--- src/hdl/brxf_pkg.sv ---
// Shared types and constants for the BACnet LLC receive frame filter.
package brxf_pkg;

    localparam int MAX_FRAME_LEN = 1514;
    localparam int POS_W = 11;
    localparam int MAC_W = 48;
    localparam int LEN_W = 16;
    localparam int LLC_HDR_LEN = 14;
    localparam int LLC_OVERHEAD = 3;
    localparam int MIN_LEN = 4;

    localparam int POS_LEN_HI = 12;
    localparam int POS_LEN_LO = 13;
    localparam int POS_DSAP = 14;
    localparam int POS_SSAP = 15;
    localparam int POS_CTRL = 16;
    localparam int POS_VERSION = 17;
    localparam int POS_PRIORITY = 18;
    localparam int POS_SRC_START = 6;

    localparam logic [7:0] LLC_SAP = 8'h82;
    localparam logic [7:0] LLC_CTRL = 8'h03;
    localparam logic [7:0] BACNET_VERSION = 8'h01;
    localparam logic [MAC_W-1:0] BCAST_MAC = {MAC_W{1'b1}};

    localparam int QUEUE_DEPTH = 4;
    localparam int QUEUE_AW = 2;
    localparam int QUEUE_CW = 3;

    localparam int CFG_IDX_W = 2;
    localparam int CFG_DATA_W = MAC_W;
    localparam logic [CFG_IDX_W-1:0] CFG_LOCAL_MAC = 2'd0;
    localparam logic [CFG_IDX_W-1:0] CFG_PROMISCUOUS = 2'd1;

    typedef struct packed {
        logic [7:0] rx_byte;
        logic       frame_end;
    } in_item_t;

    typedef struct packed {
        logic [7:0]       pdu_byte;
        logic             pdu_last;
        logic             short_frame;
        logic [MAC_W-1:0] source_mac;
        logic             dest_broadcast;
        logic [1:0]       net_priority;
    } out_item_t;

    typedef struct packed {
        logic full;
        logic empty;
    } queue_status_t;

endpackage

--- src/hdl/brxf_front.sv ---
// Front end: configuration registers, frame header parsing and PDU classification.
module brxf_front (
    input  logic                          aclk,
    input  logic                          aresetn,
    input  logic                          s_valid,
    output logic                          s_ready,
    input  brxf_pkg::in_item_t            s_item,
    input  logic                          cfg_we,
    input  logic [brxf_pkg::CFG_IDX_W-1:0] cfg_index,
    input  logic [brxf_pkg::CFG_DATA_W-1:0] cfg_data,
    input  brxf_pkg::queue_status_t       q_status,
    output logic                          push,
    output brxf_pkg::out_item_t           push_item
);

    logic [brxf_pkg::MAC_W-1:0] local_mac_reg;
    logic                       promiscuous_reg;

    logic [brxf_pkg::POS_W-1:0] pos_reg, pos_next;
    logic [brxf_pkg::MAC_W-1:0] dest_reg, dest_next;
    logic [brxf_pkg::MAC_W-1:0] src_reg, src_next;
    logic [brxf_pkg::LEN_W-1:0] len_reg, len_next;
    logic                       rej_reg, rej_next;
    logic [brxf_pkg::POS_W-1:0] left_reg, left_next;
    logic [1:0]                 prio_reg, prio_next;
    logic                       done_reg, done_next;

    logic                       accept;
    logic                       emit;
    logic                       last_of_pdu;
    logic                       last;
    logic                       rej17;
    logic [brxf_pkg::POS_W-1:0] left_v;
    logic [brxf_pkg::LEN_W-1:0] len_pdu;
    logic [7:0]                 b;

    assign s_ready = !q_status.full;
    assign accept = s_valid && s_ready;
    assign b = s_item.rx_byte;
    assign len_pdu = len_reg - brxf_pkg::LEN_W'(brxf_pkg::LLC_OVERHEAD);

    always_ff @(posedge aclk) begin
        if (!aresetn) begin
            local_mac_reg <= '0;
            promiscuous_reg <= 1'b0;
        end else if (cfg_we) begin
            case (cfg_index)
                brxf_pkg::CFG_LOCAL_MAC: local_mac_reg <= cfg_data;
                brxf_pkg::CFG_PROMISCUOUS: promiscuous_reg <= cfg_data[0];
                default: ;
            endcase
        end
    end

    always_comb begin
        pos_next = pos_reg;
        dest_next = dest_reg;
        src_next = src_reg;
        len_next = len_reg;
        rej_next = rej_reg;
        left_next = left_reg;
        prio_next = prio_reg;
        done_next = done_reg;
        emit = 1'b0;
        left_v = left_reg;
        rej17 = 1'b0;
        if (pos_reg < brxf_pkg::POS_W'(brxf_pkg::MAX_FRAME_LEN)) begin
            if (pos_reg < brxf_pkg::POS_W'(brxf_pkg::POS_SRC_START)) begin
                dest_next = {dest_reg[brxf_pkg::MAC_W-9:0], b};
            end else if (pos_reg < brxf_pkg::POS_W'(brxf_pkg::POS_LEN_HI)) begin
                src_next = {src_reg[brxf_pkg::MAC_W-9:0], b};
            end else if (pos_reg == brxf_pkg::POS_W'(brxf_pkg::POS_LEN_HI)) begin
                len_next = {b, 8'h00};
            end else if (pos_reg == brxf_pkg::POS_W'(brxf_pkg::POS_LEN_LO)) begin
                len_next = {len_reg[15:8], b};
                if (len_next < brxf_pkg::LEN_W'(brxf_pkg::MIN_LEN) ||
                    len_next > brxf_pkg::LEN_W'(brxf_pkg::MAX_FRAME_LEN -
                                                 brxf_pkg::LLC_HDR_LEN)) begin
                    rej_next = 1'b1;
                end
            end else if (pos_reg == brxf_pkg::POS_W'(brxf_pkg::POS_DSAP) ||
                         pos_reg == brxf_pkg::POS_W'(brxf_pkg::POS_SSAP)) begin
                if (b != brxf_pkg::LLC_SAP) begin
                    rej_next = 1'b1;
                end
            end else if (pos_reg == brxf_pkg::POS_W'(brxf_pkg::POS_CTRL)) begin
                if (b != brxf_pkg::LLC_CTRL) begin
                    rej_next = 1'b1;
                end
            end else if (pos_reg == brxf_pkg::POS_W'(brxf_pkg::POS_VERSION)) begin
                rej17 = rej_reg || (b != brxf_pkg::BACNET_VERSION) ||
                        (!promiscuous_reg && dest_reg != local_mac_reg &&
                         dest_reg != brxf_pkg::BCAST_MAC);
                rej_next = rej17;
                if (!rej17) begin
                    left_v = len_pdu[brxf_pkg::POS_W-1:0];
                    emit = 1'b1;
                end
            end else begin
                if (pos_reg == brxf_pkg::POS_W'(brxf_pkg::POS_PRIORITY)) begin
                    prio_next = b[1:0];
                end
                if (!rej_reg && !done_reg && left_reg != '0) begin
                    emit = 1'b1;
                end
            end
        end

        last_of_pdu = (left_v == brxf_pkg::POS_W'(1));
        last = last_of_pdu || s_item.frame_end;
        left_next = left_v;
        if (emit) begin
            left_next = left_v - brxf_pkg::POS_W'(1);
            if (last) begin
                done_next = 1'b1;
            end
        end

        if (s_item.frame_end) begin
            pos_next = '0;
            dest_next = '0;
            src_next = '0;
            len_next = '0;
            rej_next = 1'b0;
            left_next = '0;
            prio_next = '0;
            done_next = 1'b0;
        end else if (pos_reg < brxf_pkg::POS_W'(brxf_pkg::MAX_FRAME_LEN)) begin
            pos_next = pos_reg + brxf_pkg::POS_W'(1);
        end
    end

    always_comb begin
        push = accept && emit;
        push_item.pdu_byte = b;
        push_item.pdu_last = last;
        push_item.short_frame = s_item.frame_end && !last_of_pdu;
        push_item.source_mac = src_reg;
        push_item.dest_broadcast = (dest_reg == brxf_pkg::BCAST_MAC);
        push_item.net_priority = (pos_reg == brxf_pkg::POS_W'(brxf_pkg::POS_PRIORITY)) ?
                                 b[1:0] : prio_reg;
    end

    always_ff @(posedge aclk) begin
        if (!aresetn) begin
            pos_reg <= '0;
            dest_reg <= '0;
            src_reg <= '0;
            len_reg <= '0;
            rej_reg <= 1'b0;
            left_reg <= '0;
            prio_reg <= '0;
            done_reg <= 1'b0;
        end else if (accept) begin
            pos_reg <= pos_next;
            dest_reg <= dest_next;
            src_reg <= src_next;
            len_reg <= len_next;
            rej_reg <= rej_next;
            left_reg <= left_next;
            prio_reg <= prio_next;
            done_reg <= done_next;
        end
    end

    a_no_emit_in_header: assert property (@(posedge aclk) disable iff (!aresetn)
        push |-> pos_reg >= brxf_pkg::POS_W'(brxf_pkg::POS_VERSION))
        else $error("PDU octet pushed from the frame header");
    a_no_emit_after_done: assert property (@(posedge aclk) disable iff (!aresetn)
        (accept && done_reg) |-> !push)
        else $error("PDU octet pushed after the PDU was closed");
    a_no_emit_rejected: assert property (@(posedge aclk) disable iff (!aresetn)
        (accept && rej_reg) |-> !push)
        else $error("PDU octet pushed for a rejected frame");

endmodule

--- src/hdl/brxf_queue.sv ---
// Short result queue that decouples the parser from the output stage.
module brxf_queue (
    input  logic                    aclk,
    input  logic                    aresetn,
    input  logic                    push,
    input  brxf_pkg::out_item_t     push_item,
    input  logic                    pop,
    output brxf_pkg::out_item_t     head_item,
    output brxf_pkg::queue_status_t q_status
);

    brxf_pkg::out_item_t               mem [brxf_pkg::QUEUE_DEPTH];
    logic [brxf_pkg::QUEUE_AW-1:0]     wr_ptr_reg;
    logic [brxf_pkg::QUEUE_AW-1:0]     rd_ptr_reg;
    logic [brxf_pkg::QUEUE_CW-1:0]     count_reg;

    assign q_status.full = (count_reg == brxf_pkg::QUEUE_CW'(brxf_pkg::QUEUE_DEPTH));
    assign q_status.empty = (count_reg == '0);
    assign head_item = mem[rd_ptr_reg];

    always_ff @(posedge aclk) begin
        if (push) begin
            mem[wr_ptr_reg] <= push_item;
        end
    end

    always_ff @(posedge aclk) begin
        if (!aresetn) begin
            wr_ptr_reg <= '0;
            rd_ptr_reg <= '0;
            count_reg <= '0;
        end else begin
            if (push) begin
                wr_ptr_reg <= wr_ptr_reg + brxf_pkg::QUEUE_AW'(1);
            end
            if (pop) begin
                rd_ptr_reg <= rd_ptr_reg + brxf_pkg::QUEUE_AW'(1);
            end
            if (push && !pop) begin
                count_reg <= count_reg + brxf_pkg::QUEUE_CW'(1);
            end else if (pop && !push) begin
                count_reg <= count_reg - brxf_pkg::QUEUE_CW'(1);
            end
        end
    end

    a_no_overflow: assert property (@(posedge aclk) disable iff (!aresetn)
        push |-> !q_status.full)
        else $error("Queue written while full");
    a_no_underflow: assert property (@(posedge aclk) disable iff (!aresetn)
        pop |-> !q_status.empty)
        else $error("Queue read while empty");
    a_count_tracks: assert property (@(posedge aclk) disable iff (!aresetn)
        (push && !pop) |=> count_reg == $past(count_reg) + brxf_pkg::QUEUE_CW'(1))
        else $error("Queue count lost a write");

endmodule

--- src/hdl/brxf_back.sv ---
// Back end: registered output stage of the result channel.
module brxf_back (
    input  logic                    aclk,
    input  logic                    aresetn,
    input  brxf_pkg::queue_status_t q_status,
    input  brxf_pkg::out_item_t     head_item,
    output logic                    pop,
    output logic                    m_valid,
    input  logic                    m_ready,
    output brxf_pkg::out_item_t     m_item
);

    logic                m_valid_reg;
    brxf_pkg::out_item_t m_item_reg;

    assign pop = !q_status.empty && (!m_valid_reg || m_ready);
    assign m_valid = m_valid_reg;
    assign m_item = m_item_reg;

    always_ff @(posedge aclk) begin
        if (!aresetn) begin
            m_valid_reg <= 1'b0;
        end else if (pop) begin
            m_valid_reg <= 1'b1;
        end else if (m_ready) begin
            m_valid_reg <= 1'b0;
        end
    end

    always_ff @(posedge aclk) begin
        if (pop) begin
            m_item_reg <= head_item;
        end
    end

    a_stall_keeps_item: assert property (@(posedge aclk) disable iff (!aresetn)
        (m_valid_reg && !m_ready) |-> !pop)
        else $error("Output register overwritten during a stall");
    a_refill_when_free: assert property (@(posedge aclk) disable iff (!aresetn)
        (!q_status.empty && !m_valid_reg) |=> m_valid_reg)
        else $error("Output stage idle while the queue holds a result");
    a_no_phantom: assert property (@(posedge aclk) disable iff (!aresetn)
        (q_status.empty && (!m_valid_reg || m_ready)) |=> !m_valid_reg)
        else $error("Output valid without a queued result");

endmodule

--- src/hdl/bacnet_llc_rx_frame_filter.sv ---
// Top level of the BACnet 802.3 LLC receive frame filter.
//
// The s_ channel carries one received frame octet per transaction, with
// frame_end set on the last octet of the frame. Every octet is consumed;
// only octets of an accepted BACnet PDU (frame offset 17 onward) produce a
// transaction on the m_ channel, each tagged with the source MAC address,
// the broadcast flag and the network priority. Filtered frames vanish.
// The configuration port writes local_mac (index 0) or promiscuous (index 1);
// other indexes are ignored. Throughput is one octet per cycle on both
// channels while the queue is not full and the receiver does not stall.
// An accepted result is written to the result queue and then loaded into
// the output register that drives m_valid and m_item.
// When the receiver stalls, results collect in a four-entry queue; s_ready
// drops only while that queue is full, so the parser and output stage
// stall independently. Synchronous reset clears the frame state, the
// queue and both configuration registers; no clearing pass is needed.
module bacnet_llc_rx_frame_filter (
    input  logic                            aclk,
    input  logic                            aresetn,
    input  logic                            s_valid,
    output logic                            s_ready,
    input  brxf_pkg::in_item_t              s_item,
    output logic                            m_valid,
    input  logic                            m_ready,
    output brxf_pkg::out_item_t             m_item,
    input  logic                            cfg_we,
    input  logic [brxf_pkg::CFG_IDX_W-1:0]  cfg_index,
    input  logic [brxf_pkg::CFG_DATA_W-1:0] cfg_data
);

    brxf_pkg::queue_status_t q_status;
    brxf_pkg::out_item_t     push_item;
    brxf_pkg::out_item_t     head_item;
    logic                    push;
    logic                    pop;

    brxf_front u_front (
        .aclk      (aclk),
        .aresetn   (aresetn),
        .s_valid   (s_valid),
        .s_ready   (s_ready),
        .s_item    (s_item),
        .cfg_we    (cfg_we),
        .cfg_index (cfg_index),
        .cfg_data  (cfg_data),
        .q_status  (q_status),
        .push      (push),
        .push_item (push_item)
    );

    brxf_queue u_queue (
        .aclk      (aclk),
        .aresetn   (aresetn),
        .push      (push),
        .push_item (push_item),
        .pop       (pop),
        .head_item (head_item),
        .q_status  (q_status)
    );

    brxf_back u_back (
        .aclk      (aclk),
        .aresetn   (aresetn),
        .q_status  (q_status),
        .head_item (head_item),
        .pop       (pop),
        .m_valid   (m_valid),
        .m_ready   (m_ready),
        .m_item    (m_item)
    );

endmodule
--- config.mk ---
export PLATFORM = sky130hd
export DESIGN_NAME = bacnet_llc_rx_frame_filter
export DESIGN_NICKNAME = d
export VERILOG_FILES = /design/src/hdl/brxf_pkg.sv /design/src/hdl/brxf_front.sv /design/src/hdl/brxf_queue.sv /design/src/hdl/brxf_back.sv /design/src/hdl/bacnet_llc_rx_frame_filter.sv
export SDC_FILE = /design/constraint.sdc
export NUM_CORES = 1
export LEC_CHECK = 0
export ABC_AREA = 1
export BUFFER_PORTS_ARGS = -buffer_cell sky130_fd_sc_hd__buf_2
export CAP_MARGIN = 30
export CORE_MARGIN = 1.5
export CORE_UTILIZATION = 50
export CTS_CLUSTER_DIAMETER = 40
export DETAILED_ROUTE_END_ITERATION = 8
export GPL_ROUTABILITY_DRIVEN = 0
export HOLD_SLACK_MARGIN = 0.08
export PLACE_DENSITY = 0.71
export SLEW_MARGIN = 20
export SYNTH_ARGS = -nofsm -noshare
export SYNTH_HDL_FRONTEND = slang
export SYNTH_SLANG_ARGS = --single-unit
--- constraint.sdc ---
create_clock -name aclk -period 10.4 [get_ports aclk]
set_clock_uncertainty 0.2 [all_clocks]
set_input_delay 3.12 -clock aclk [delete_from_list [all_inputs] [get_ports aclk]]
set_output_delay 3.12 -clock aclk [all_outputs]
set_load 0.02 [all_outputs]
==> qor.csv, run 1 <==
metric;value;unit
ys_async_sr_fraction;0;%
die_x;202.3;um
crit_path_frequent_cell;nor2_1;
yosysSeqAreaShare;65.77;%
p_leak;8.443;nW
netlist.area_leader.share;46.12;%
max_stage_delay;0.72;ns
top_layer;met4;
drive_gt1_share;13.93;%
post_cts_buffers;0;
hpwlAfterDp;26.92;mm
critical_path_class;in -> reg;
synth_top_cell_by_area;edfxtp_1;
worst-path-max-fanout;61;
r2r_end;u_queue.mem[0][1];
crit_family;simple AND/OR/NAND/NOR gates;
final_antenna_net_count;0;
final_cell_area;22910;um2
grt_pass1_vias;13840;
largest_reg_flops;244;
period_needed;5.935;ns
num_vias;14180;
worstPathRequired;10.41;ns
hold_path_depth;2;
setup_tns;0;ns
drc;0;
synth_cell_type_count;49;
hp-start;u_front.prio_reg[0];
worstPathCellList;buf_2, nor2_1, nand3_1, nor2_1, nand2_1, nor3_4, nand3_4, nand2_1, inv_1, nor2_1, inv_2, nor2_4, buf_4;
worst_pin_slew;0.9785;ns
finalWorstSetupSlack;4.465;ns
cap_violations;0;
grt_setup_unrepaired;no;
via_per_inst;5.467;
grt_usage;21.98;%
ir_worst_vdd;0.0001328;V
period_share;57.07;%
coreArea;38920;um2
cts-resized-gates;0;
root_buffer;clkbuf_16;
area_growth;15.34;%
status;complete, no violations;
arrival;5.95;ns
postLayoutCoreUtil;58.86;%
portBuffers;126;
die_h;202.3;um
dp.cells;2485;
yosys_warnings;0;
first_pass_iters;5;
synth-edff-count;305;
routed_wl;44.79;mm
yosys_most_used_dff;edfxtp_1;
crit_buf_inv;4;
cts_buffer_depth;3;
drt_iter0_drc;1268;
cts_buffers;57;
fin_cells;2593;
rows;72;
met2_length;21.89;mm
ys_top_cells_by_area;edfxtp_1 46%, dfxtp_1 20%, nor2_1 5.9%;
h-tree-depth;2;
slowest_stage;buf_4;
register_area;13070;um2
ctsHoldBuffers;0;
mostFrequentLayoutCell;nor2_1;
route.met3.wl;2.670;mm
ioPinCount;127;
cts_tree;built;
grt_first_pass_wirelength;71.92;mm
crit_path_start_kind;input pin;
holdCritPathClass;reg -> reg;
maxSlewHeadroom;34.76;%
place_ws;3.884;ns
hold_violations;0;
clk_latency;0.60;ns
wl_per_cell;17.27;um
fmax;0.1685;GHz
netlist_area;19860;um2
die-area;40930;um2
r2r_slack;6.50;ns
clkSinkCount;500;
start_util;51.03;%
r2r_start;u_front.dest_reg[10];
fillCellCount;3277;
setup_viol;0;
drv_slew;0;
antenna_found_initial;0;
grt_max_degree;88;
r2r_cells;14;
ys_ff_latch;500;
syn_area_per_cell;10.35;um2
layout_common_cells;306 x nor2_1, 305 x edfxtp_1, 253 x nand2_1;
holdPathEnd;u_front.prio_reg[0];
path_clk_slew;0.06;ns
place_area;20970;um2
syn_nets;1996;
n_antenna_cell;0;
worstSetupEndpointType;flop;
postSynthCellCount;1919;
grt_overflow;0;
multi_input_area;6032;um2
m1WireLength;19.16;mm
nets;2104;
p_per_area;235.2;nW/um2
[synthesized netlist by cell type, types with 3 or more instances]
| cell | n |
|---|---|
| a211oi_1 | 5 |
| a21oi_1 | 111 |
| a22oi_1 | 40 |
| a31oi_1 | 3 |
| buf_1 | 7 |
| clkbuf_1 | 87 |
| clkinv_1 | 3 |
| dfxtp_1 | 195 |
| edfxtp_1 | 305 |
| ha_1 | 12 |
| inv_1 | 112 |
| inv_2 | 5 |
| nand2_1 | 253 |
| nand2_2 | 7 |
| nand2_4 | 3 |
| nand3_1 | 71 |
| nand3_2 | 5 |
| nand4_1 | 17 |
| nor2_1 | 310 |
| nor2_2 | 7 |
| nor3_1 | 13 |
| nor3b_1 | 4 |
| nor4_1 | 4 |
| o21ai_0 | 208 |
| o21ai_1 | 3 |
| o22ai_1 | 61 |
| xnor2_1 | 35 |
| xor2_1 | 9 |
[cell type report]
| cell class | count | area share, % |
|---|---|---|
| Timing Repair Buffer | 145 | 3.430 |
| Tap cell | 518 | 2.829 |
| Sequential cell | 500 | 57.04 |
| Multi-Input combinational cell | 1202 | 26.33 |
| Clock inverter | 35 | 1.633 |
| Clock buffer | 72 | 6.735 |
| Inverter | 121 | 1.999 |
[where the power goes]
group          internal, mW  total, mW  switching (mW)
clock                  1.19       2.00           0.810
combinational         0.270      0.977           0.707
sequential             2.33       2.41          0.0823
[per-stage QoR]
stage	total power, mW	hold slack, ns
detailed placement	3.443	0.2595
global route	5.619	0.2867
floorplan	3.101	0.2297
global placement	3.422	0.2448
finish	5.388	0.2677
CTS	5.437	0.2684
[per-layer routing]
metal	up-vias	track usage (%)
met5	-	0
li1	6880	-
met2	432	37.90
met3	86	3.821
met1	6777	28.43
met4	0	6.376
[how the worst max path moves through the flow]
stage	cells past startpoint	slack [ns]	to	from
2_1_floorplan	8	2.45	u_queue.count_reg[1]	m_ready
3_5_place_dp	13	3.88	u_queue.mem[3][47]	s_item[6]
6_report	13	4.46	u_queue.mem[0][1]	s_item[4]
3_3_place_gp	13	3.93	u_queue.mem[0][45]	s_item[6]
4_1_cts	13	4.49	u_queue.mem[0][32]	s_item[4]
5_1_grt	13	4.19	u_queue.mem[3][60]	s_item[4]
[logic make-up after synthesis]
logic type,share of synthesized area [%]
compound gates,12.32
flops,65.77
simple gates,14.96
xor+xnor,1.940
fa+ha+maj,0.8568
buf+inv,4.152
[worst min-delay path, stage by stage (launching register included)]
cell,delay (ns)
dfxtp_1,0.31
nand2_1,0.06
a21oi_1,0.05
No activity file was read; power rests on OpenSTA's default activity.
==> run 2, diff against run 1 <==
--- a/config.mk
+++ b/config.mk
@@ -5,7 +5,7 @@
 export SDC_FILE = /design/constraint.sdc
 export NUM_CORES = 1
 export LEC_CHECK = 0
-export ABC_AREA = 1
+export ABC_AREA = 0
 export BUFFER_PORTS_ARGS = -buffer_cell sky130_fd_sc_hd__buf_2
 export CAP_MARGIN = 30
 export CORE_MARGIN = 1.5
==> constraint.sdc (replaced) <==
create_clock -name aclk -period 5.6 [get_ports aclk]
set_clock_uncertainty 0.2 [all_clocks]
set_input_delay 1.68 -clock aclk [delete_from_list [all_inputs] [get_ports aclk]]
set_output_delay 1.68 -clock aclk [all_outputs]
set_load 0.02 [all_outputs]
==> run 2 against run 1 <==
Die area about the same. Critical endpoint is now u_queue.count_reg[2]. Largest power group unchanged. Area after synthesis about the same. Non-clock buffer count up 5. Combinational power up 40%.
==> qor.csv, run 2 <==
metric;value;unit
status;complete, no violations;
period_needed;4.651;ns
intPower;6.853;mW
start_util;51.00;%
worst_pin_slew;0.8989;ns
hpwlAfterDp;25.63;mm
portBuffers;126;
path_clk_slew;0.06;ns
wl_per_cell;19.62;um
grt_setup_unrepaired;no;
ys_async_sr_fraction;0;%
place_area;21090;um2
drive_gt1_share;20.96;%
critical_path_class;in -> reg;
ioPinCount;127;
final_cell_area;22980;um2
layout_common_cells;305 x edfxtp_1, 193 x dfxtp_1, 131 x nand2_1;
drt_iter0_drc;994;
cts_buffers;55;
ys_ff_latch;500;
fin_cells;2121;
h-tree-depth;2;
ir_worst_vdd;0.0002291;V
post_cts_buffers;0;
cap_violations;0;
ctsHoldBuffers;0;
p_leak;7.934;nW
rows;72;
grt_pass1_vias;11870;
cts-resized-gates;0;
antenna_found_initial;0;
synth_top_cell_by_area;edfxtp_1;
switching_share;26.78;%
worstSetupEndpointType;flop;
nets;1633;
netlist_area;19850;um2
die-area;40900;um2
clkSinkCount;500;
netlist.area_leader.share;46.15;%
routed_wl;41.62;mm
grt_first_pass_wirelength;66.16;mm
coreArea;38920;um2
drv_slew;0;
cts_tree;built;
pwr-share-clk;38.5;%
setup_tns;0;ns
holdCritPathClass;reg -> reg;
root_buffer;clkbuf_16;
n_antenna_cell;0;
power.total;9.360;mW
syn_nets;1509;
maxSlewHeadroom;40.07;%
cts_buffer_depth;3;
yosysSeqAreaShare;65.82;%
register_area;13070;um2
mostFrequentLayoutCell;edfxtp_1;
crit_path_start_kind;input pin;
fmax;0.2150;GHz
yosys_most_used_dff;edfxtp_1;
multi_input_area;6417;um2
dp.cells;2015;
grt_max_degree;109;
p_per_area;407.3;nW/um2
clk_latency;0.61;ns
grt_usage;20.57;%
drc;0;
period_share;83.05;%
arrival;4.95;ns
synth_cell_type_count;72;
hold_violations;0;
synth.most_common_cell;edfxtp_1;
p_switching;2.507;mW
syn_area_per_cell;13.86;um2
seqPwrFrac;46.8;%
die_x;202.2;um
final_antenna_net_count;0;
ys_top_cells_by_area;edfxtp_1 46%, dfxtp_1 20%, mux4_2 6.9%;
pwr-share-comb;14.7;%
setup_viol;0;
area_growth;15.81;%
via_per_inst;5.725;
synth-edff-count;305;
grt_overflow;0;
yosys_warnings;0;
postSynthCellCount;1432;
synth_common_cells;305 x edfxtp_1, 195 x dfxtp_1, 131 x nand2_1;
worst-path-max-fanout;10;
worstPathRequired;5.90;ns
largest_reg_flops;244;
die_h;202.2;um
fillCellCount;3078;
first_pass_iters;6;
num_vias;12140;
[run 2: cell types whose count changed in the layout (fill, tap and decap cells not counted), sizes merged, moves of 61 or more]
cell,previous run,this run
a21boi,1,66
a21oi,111,16
inv,127,28
mux4,0,61
nand2,263,131
nor2,319,35
nor2b,0,105
o21ai,213,35
o22ai,61,0
[run 2: worst paths after layout]
| check | from | end | slack [ns] | cells past startpoint |
|---|---|---|---|---|
| worst max register to register | u_front.pos_reg[1] | u_queue.count_reg[2] | 1.72 | 14 |
| worst min register to register | u_front.done_reg | u_front.done_reg | 0.27 | 2 |
| worst max-delay path | s_item[4] | u_queue.count_reg[2] | 0.95 | 13 |
| worst min-delay path | u_front.done_reg | u_front.done_reg | 0.27 | 2 |
[run 2: power groups by stage]
stage	clock network, mW	registers [mW]	logic (mW)
after CTS	3.67	4.44	1.34
final	3.61	4.38	1.37
after global routing	3.81	4.41	1.48
after floorplan	0	4.71	0.651
after global placement	0	4.51	1.32
after detailed placement	0	4.52	1.33
[run 2: through the flow]
step	hold WS [ns]	worst slack, ns	utilization (%)
final	0.2683	0.9491	59.06
after global routing	0.2966	0.7383	59.06
after CTS	0.2713	0.9645	58.92
after detailed placement	0.2433	0.3578	54.18
after global placement	0.2404	0.4395	54.09
after floorplan	0.2259	0.2230	-
[run 2: area by class of cell]
| type | instances | share of cell area (%) |
|---|---|---|
| multi-input combinational | 830 | 27.92 |
| clock inverter | 27 | 1.225 |
| clock buffer | 77 | 6.794 |
| sequential | 500 | 56.86 |
| inverter | 19 | 0.3103 |
| timing repair buffer | 150 | 4.072 |
| tap | 518 | 2.820 |
[run 2: critical path: stages]
cell      delay, ns
buf_2          0.17
or4_4          0.55
or3_4          0.38
nor4_4         0.30
a21boi_2       0.14
or2_1          0.27
nor2_2         0.12
ha_1           0.20
inv_1          0.07
fa_1           0.42
xor2_1         0.18
or3_1          0.30
a21boi_0       0.18
[run 2: per-layer routing]
layer | routed length (um) | vias up | GRT usage (%)
met3 | 2195 | 80 | 3.741
met5 | 0 | - | 0
met1 | 18030 | 6075 | 27.61
li1 | - | 5614 | -
met2 | 20320 | 374 | 34.11
met4 | 1070 | 0 | 6.508
[run 2: cell families after synthesis]
group                      count (synthesis)  share of synthesized area [%]
AOI/OAI and AO/OA                        247                          8.833
xor gates and xnor gates                  76                          3.354
adders and majority gates                 13                         0.8574
buffers and inverters                    102                          2.074
DFF                                      500                          65.82
muxes                                     75                          7.660
and+or+nand+nor                          419                          11.40
==> run 3, diff against run 2 <==
==> constraint.sdc (replaced) <==
create_clock -name aclk -period 4.5 [get_ports aclk]
set_clock_uncertainty 0.2 [all_clocks]
set_input_delay 1.35 -clock aclk [delete_from_list [all_inputs] [get_ports aclk]]
set_output_delay 1.35 -clock aclk [all_outputs]
set_load 0.02 [all_outputs]
==> run 3 against run 2 <==
Wire length is 2.6% higher. First-iteration DRC count is 16% lower. Highest routed layer unchanged. Cell count rose by 1.7%. Sequential power increased by 25%. Register-to-register slack lost 1.0 ns. Clock power grew 38%. Critical path type unchanged. Clock-buffer cell count is 7 lower. Flip-flop and latch count unchanged. Cell area grew 1.9%. Via count is 0.14% higher.
==> qor.csv, run 3 (synthesis results as in run 2) <==
metric;value;unit
status;complete, no violations;
holdPathEnd;u_front.done_reg;
r2r_start;u_front.pos_reg[1];
grt_max_degree;149;
setup_tns;0;ns
routed_wl;42.71;mm
rows;72;
nets;1665;
grt_setup_unrepaired;no;
power.total;12.14;mW
cts_buffer_depth;3;
grt_pass1_vias;12200;
ioPinCount;127;
grt_first_pass_wirelength;67.66;mm
pwr-share-comb;13.9;%
maxSlewHeadroom;43.81;%
drv_slew;0;
period_needed;4.068;ns
final_antenna_net_count;0;
drc;0;
start_util;51.00;%
path_clk_slew;0.06;ns
clkSinkCount;500;
worst_pin_slew;0.8429;ns
hold_violations;0;
register_area;13070;um2
cts-resized-gates;0;
mostFrequentLayoutCell;edfxtp_1;
intPower;8.902;mW
setup_viol;0;
p_per_area;518.4;nW/um2
die-area;40900;um2
arrival;4.41;ns
num_vias;12160;
holdCritPathClass;reg -> reg;
dp.cells;2043;
crit_path_start_kind;input pin;
die_x;202.2;um
p_switching;3.234;mW
n_antenna_cell;0;
ir_worst_vdd;0.0004032;V
grt_usage;21.12;%
r2r_end;u_queue.count_reg[2];
grt_overflow;0;
r2r_cells;14;
fillCellCount;2988;
ctsHoldBuffers;0;
die_h;202.2;um
root_buffer;clkbuf_16;
clk_latency;0.62;ns
portBuffers;126;
postLayoutCoreUtil;60.16;%
drive_gt1_share;22.95;%
antenna_found_initial;0;
first_pass_iters;5;
critical_path_class;in -> reg;
cts_tree;built;
fmax;0.2458;GHz
hpwlAfterDp;26.32;mm
fin_cells;2156;
area_growth;17.96;%
hp-start;u_front.done_reg;
place_area;21300;um2
worstSetupEndpointType;flop;
seqPwrFrac;45.2;%
worst-path-max-fanout;7;
h-tree-depth;2;
pwr-share-clk;41.0;%
wl_per_cell;19.81;um
multi_input_area;6417;um2
post_cts_buffers;0;
r2r_slack;0.67;ns
coreArea;38920;um2
via_per_inst;5.640;
hold_path_depth;2;
layout_common_cells;305 x edfxtp_1, 193 x dfxtp_1, 131 x nand2_1;
drt_iter0_drc;836;
cap_violations;0;
largest_reg_flops;244;
p_leak;8.167;nW
worstPathRequired;4.84;ns
period_share;90.39;%
final_cell_area;23410;um2
switching_share;26.64;%
cts_buffers;60;
run 3: changes by cell type in the layout (fill, tap and decap cells not counted), moves of 2 or more:
| cell | before | now |
|---|---|---|
| buf_12 | 6 | 8 |
| buf_16 | 2 | 0 |
| buf_4 | 16 | 44 |
| bufinv_16 | 3 | 7 |
| clkbuf_1 | 14 | 5 |
| clkbuf_16 | 57 | 62 |
| clkbuf_8 | 6 | 3 |
| clkinv_1 | 1 | 5 |
| clkinv_4 | 4 | 7 |
| clkinvlp_4 | 3 | 7 |
run 3: worst max-delay path by stage:
stage                         start  depth (start not counted)              endpoint
after floorplan           s_item[4]                         13  u_queue.count_reg[2]
after global placement    s_item[4]                         13  u_queue.count_reg[2]
after detailed placement  s_item[4]                         13  u_queue.count_reg[2]
after CTS                 s_item[4]                         13  u_queue.count_reg[2]
after global routing      s_item[4]                         13  u_front.left_reg[10]
final                     s_item[4]                         13  u_front.left_reg[10]
run 3: per-layer routing:
layer	part of all wire [%]	wire, um	global-route usage [%]
met4	2.3	966	6.058
met1	42	17810	27.47
met3	6.4	2722	4.434
met5	0	0	0
met2	50	21210	35.85
run 3: cell type report:
cell class	instances	share of cell area [%]
repair buffers	177	4.767
clock buffers	70	6.884
flip-flops and latches	500	55.82
clock inverters	42	2.047
multi-input cells	830	27.41
well taps	518	2.768
inverters	19	0.3046
run 3: power by group through the flow:
stage	Sequential, mW	Combinational [mW]	Clock, mW
global placement	5.61	1.65	0
floorplan	5.86	0.810	0
finish	5.48	1.68	4.97
global route	5.52	1.80	5.25
CTS	5.50	1.71	5.06
detailed placement	5.59	1.70	0
run 3: critical path: stages:
cell      delay (ns)
buf_2           0.11
or4_4           0.52
or3_4           0.37
buf_4           0.16
nor4_2          0.28
nand3_2         0.18
mux2i_1         0.24
ha_1            0.18
nand3_1         0.10
nor2_1          0.37
nand2_1         0.13
or3_1           0.32
o211ai_1        0.09
run 3: per-stage QoR:
| step | setup slack (ns) | hold slack (ns) |
|---|---|---|
| 3_3_place_gp | -0.1282 | 0.2363 |
| 3_5_place_dp | -0.2073 | 0.2525 |
| 4_1_cts | 0.4702 | 0.2599 |
| 5_1_grt | 0.2059 | 0.2885 |
| 6_report | 0.4323 | 0.2661 |
| 2_1_floorplan | -0.2035 | 0.2259 |
